--- config.mk ---
export PLATFORM = sky130hd
export DESIGN_NAME = rpa_cmd_fifo
export DESIGN_NICKNAME = d
export VERILOG_FILES = /design/src/rtl/core/range_pool_allocator_with_free_list_core_defines.svh /design/src/rtl/core/rpa_cmd_fifo.sv
export SDC_FILE = /design/constraint.sdc
export NUM_CORES = 1
export LEC_CHECK = 0
export BUFFER_PORTS_ARGS = -buffer_cell sky130_fd_sc_hd__buf_2
export CAP_MARGIN = 30
export CORE_ASPECT_RATIO = 0.8
export CORE_MARGIN = 2
export CORE_UTILIZATION = 50
export DETAILED_ROUTE_END_ITERATION = 7
export PLACE_DENSITY = 0.89
export SYNTH_ARGS = -nofsm -noshare
export SYNTH_HDL_FRONTEND = slang
export SYNTH_SLANG_ARGS = --single-unit
--- constraint.sdc ---
create_clock -name clk -period 11.36 [get_ports clk]
set_input_delay 1.704 -clock clk [delete_from_list [all_inputs] [get_ports clk]]
set_output_delay 1.704 -clock clk [all_outputs]
set_load 0.01 [all_outputs]
--- src/rtl/core/range_pool_allocator_with_free_list_core_defines.svh ---
// Assertion macros shared by the identifier pool allocator RTL.
`ifndef RANGE_POOL_ALLOCATOR_WITH_FREE_LIST_CORE_DEFINES_SVH
`define RANGE_POOL_ALLOCATOR_WITH_FREE_LIST_CORE_DEFINES_SVH

// Checks that the consequent holds in the same cycle as the antecedent.
`define RPA_ASSERT_SAME(lbl, clk, rst_n, ante, cons) \
  lbl: assert property (@(posedge clk) disable iff (!rst_n) (ante) |-> (cons)) \
    else $error("rpa assertion failed");

// Checks that the consequent holds in the cycle after the antecedent.
`define RPA_ASSERT_NEXT(lbl, clk, rst_n, ante, cons) \
  lbl: assert property (@(posedge clk) disable iff (!rst_n) (ante) |=> (cons)) \
    else $error("rpa assertion failed");

`endif

--- src/rtl/core/rpa_cmd_fifo.sv ---
// Two-entry command queue between the front end and the back end.
module rpa_cmd_fifo #(
  parameter int WIDTH = 57
) (
  input  logic             clk,
  input  logic             rst_n,
  input  logic             push,
  input  logic [WIDTH-1:0] wdata,
  input  logic             pop,
  output logic [WIDTH-1:0] rdata,
  output logic             full,
  output logic             empty
);

  logic [WIDTH-1:0] slot_r [2];
  logic             wptr_r, wptr_nxt;
  logic             rptr_r, rptr_nxt;
  logic [1:0]       cnt_r, cnt_nxt;

  assign full  = (cnt_r == 2'd2);
  assign empty = (cnt_r == 2'd0);
  assign rdata = slot_r[rptr_r];

  always_comb begin
    wptr_nxt = push ? ~wptr_r : wptr_r;
    rptr_nxt = pop ? ~rptr_r : rptr_r;
    cnt_nxt  = cnt_r + {1'b0, push} - {1'b0, pop};
  end

  always_ff @(posedge clk) begin
    if (!rst_n) begin
      wptr_r <= 1'b0;
      rptr_r <= 1'b0;
      cnt_r  <= 2'd0;
    end else begin
      wptr_r <= wptr_nxt;
      rptr_r <= rptr_nxt;
      cnt_r  <= cnt_nxt;
    end
  end

  always_ff @(posedge clk) begin
    if (push) begin
      slot_r[wptr_r] <= wdata;
    end
  end

endmodule

==> reports/qor.csv <==
stage;metric;value;unit
timing;max-slew headroom at the worst pin;38.92;%
pwr;clock share of power;48.4;%
worst_hold_path;Hold Crit Start;rptr_r;
logic_synthesis;post-synthesis adder-cell area fraction;0.5613;%
clock_tree;clk slew on worst S/H paths;0.06;ns
layout;P&R area growth vs syn;30.82;%
logic_synthesis;Synth Area in XOR/XNOR;0.7017;%
pwr;Pint;967.3;µW
global_routing;initial antenna violation count;0;
worst_setup_path;CP Data Required Time;9.66;ns
worst_setup_path;r2r setup slk;9.46;ns
global_routing;GR Util All Layers;16.63;%
place;Placed Instances;425;
layout;n_diodes;0;
pwr;peak supply drop;0.1577;mV
layout;Final nets;395;
timing;Final Hold Viols;0;
logic_synthesis;largest family of logic cells by synthesized area;multiplexers;
timing;clock skew;0.008029;ns
flow_run;Max Cap Violations;0;
timing;unrepaired setup endpoints after global routing;false;
worst_setup_path;Critical R2R Launch;wptr_r;
worst_hold_path;Hold Crit Class;flop to flop;
floorplan;die area;9692;µm²
clock_tree;# hold bufs at CTS;0;
clock_tree;CTS Sinks;119;
clock_tree;CTS tree;done;
layout;utilization after layout;68.14;%
floorplan;die width;109.6;µm
clock_tree;htree depth;4;
drt;wire per inst;16.46;µm
logic_synthesis;Syn Std Cell Area;4458;µm²
global_routing;Overflow after GRT;0;
clock_tree;CTS root buffer;clkbuf_8;
timing;Final Max Slew Viols;0;
logic_synthesis;#FFs+latches synth;119;
run_status;status;complete, no violations;
worst_setup_path;worst path cell trace;mux2_2 -> buf_2;
worst_setup_path;Worst R2R End;slot_r[0][53];
worst_setup_path;max incr delay on CP;0.94;ns
clock_tree;CTS Buf Count;17;
logic_synthesis;syn_area_per_cell;22.52;µm²
logic_synthesis;syn nets;261;
pwr;Comb pwr share;8.3;%
clock_tree;Post-CTS Setup Bufs;0;
floorplan;# rows;30;
layout;Layout Cells excl Fill;457;
worst_setup_path;Worst Path Max Fanout;57;
drt;Detailed Routing Iterations Pass 1;4;
floorplan;core area;8558;µm²
floorplan;die height;88.46;µm
timing;Tmin final;3.757;ns
pwr;part of the power in registers;43.3;%
logic_synthesis;synth unique cells;14;
worst_hold_path;hold depth;2;
place;post-DP HPWL;4909;µm
global_routing;largest net degree at the start of global routing;58;
timing;worst-margin pin slew;0.9161;ns
place;Port-buffer cells;119;
drt;routed via count;2213;
worst_setup_path;CP Class;flop to output port;
layout;footprint of the multi-input gates;880.8;µm²
worst_setup_path;CP startpoint kind;flop;
clock_tree;Clock Latency Late Sink;0.49;ns
floorplan;IO Count;120;
global_routing;global-route wire length before repair;11520;µm
logic_synthesis;Warnings, synthesis;0;
timing;total negative setup slack;0;ns
layout;Sequential Area;3527;µm²
timing;share of the clock period used by the worst path;33.07;%
clock_tree;post-cts resize count;0;
layout;Fillers;595;
drt;DRT Wirelength;7524;µm
global_routing;vias in the first global route;2372;
logic_synthesis;mux cell area share after synthesis;16.92;%
floorplan;initial core utilization;52.09;%
timing;achievable frequency;266.2;MHz
pwr;Leak Pwr;2.305;nW
pwr;switching share of power;20.15;%
pwr;Switch Pwr;244.2;µW
drt;antenna-violating nets left;0;
place;Final GP Congestion;0.6406;
logic_synthesis;Synth Area in Simple Gates;1.207;%
drt;DR iter-0 viols;69;
pwr;Pwr Density;207.7;nW/µm²
clock_tree;clk buf depth;2;
timing;setup slack after layout;7.603;ns
worst_setup_path;CP arrival;2.05;ns
drt;drt via density;4.842;
logic_synthesis;Gate Count Post-Synth;198;
worst_setup_path;Slowest cell on crit path;dfxtp_4;
logic_synthesis;Seq/Total Area, Yosys;79.03;%
place;pre-CTS setup slack;7.901;ns
worst_setup_path;Reg2Reg Depth;2;
timing;Setup Viol. Count Final;0;
drt;Post-route DRC;0;
worst_setup_path;Setup crit end kind;output port;
timing;worst hold margin;0.5762;ns
logic_synthesis;Synth Area in Compound Gates;0.1684;%
layout;layout cell share with drive strength beyond 1;61.45;%
## worst max path at each step
stage	end	startpoint	slack, ns	cells after the start
CTS	rdata[13]	flop	7.54	2
floorplan	slot_r[0][0]	push	6.63	1
global route	rdata[0]	flop	7.50	2
detailed placement	slot_r[0][39]	push	7.90	3
global placement	slot_r[0][37]	push	7.96	3
finish	rdata[1]	flop	7.60	2
## stage by stage
step                      cell area [µm²]  power (mW)
after CTS                            5832       1.227
final                                5832       1.211
after global routing                 5832       1.253
after global placement               5166      0.6301
after floorplan                      4458      0.5925
after detailed placement             5166      0.6354
## cells in the final DEF (no fill, tap or decap), drive strengths merged
cell type,count
clkinv,4
edfxtp,114
dfxtp,5
xor2,1
nor2,1
inv,4
clkinvlp,2
clkbuf,18
and2,4
nor2b,4
buf,121
bufinv,6
mux2,57
ha,2
xnor3,1
o21a,1
## worst max-delay path, delay by kind of cell (launching register included)
| kind | cells | cell delay [ns] |
|---|---|---|
| flops | 1 | 0.94 |
| mux | 1 | 0.43 |
| buf+inv | 1 | 0.14 |
## sequential cells by signal, indices dropped and copies added, names as in the netlist, named ones only
register  cells
cnt_r         2
rptr_r        1
slot_r      114
wptr_r        1
## synth_stat cells
library cell / instances / area share [%]
dfxtp_1: 5 / 2.2
buf_6: 4 / 1.0
inv_1: 2 / 0.17
buf_2: 2 / 0.22
mux2_2: 27 / 6.8
ha_1: 2 / 0.56
nor2_1: 1 / 0.084
and2_1: 4 / 0.56
xor2_1: 1 / 0.20
xnor3_1: 1 / 0.51
nor2b_1: 4 / 0.56
o21a_1: 1 / 0.17
edfxtp_1: 114 / 77
mux2_4: 30 / 10
## power by group through the flow
stage	clock [mW]	sequential, mW	combinational (mW)
2_1_floorplan	0	0.522	0.0700
3_3_place_gp	0	0.531	0.0989
3_5_place_dp	0	0.533	0.102
4_1_cts	0.599	0.525	0.102
5_1_grt	0.617	0.527	0.109
6_report	0.587	0.524	0.101
## cell type report
type	instances	share of cell area, %
Clock inverter	14	4.248
Clock buffer	18	7.166
Multi-Input combinational cell	71	15.10
Inverter	2	0.1287
Sequential cell	119	60.48
Tap cell	112	2.403
Timing Repair Buffer	121	10.47
## kinds of logic after synthesis
kind of cell / count (synthesis)
multiplexers: 57
AO/OA/AOI/OAI: 1
XOR/XNOR: 2
flip-flops: 119
buffers and inverters: 8
AND/OR/NAND/NOR: 9
adder cells (fa/ha/maj): 2
## layer usage
metal  track usage (%)  share of wire, %  up-vias
li1                  -                 -     1050
met1             19.16                40     1076
met2             28.06                52       78
met3             6.848               6.9        9
met4             6.444              0.88        0
met5                 0                 0        -
Power figures use the tool's default switching activity.
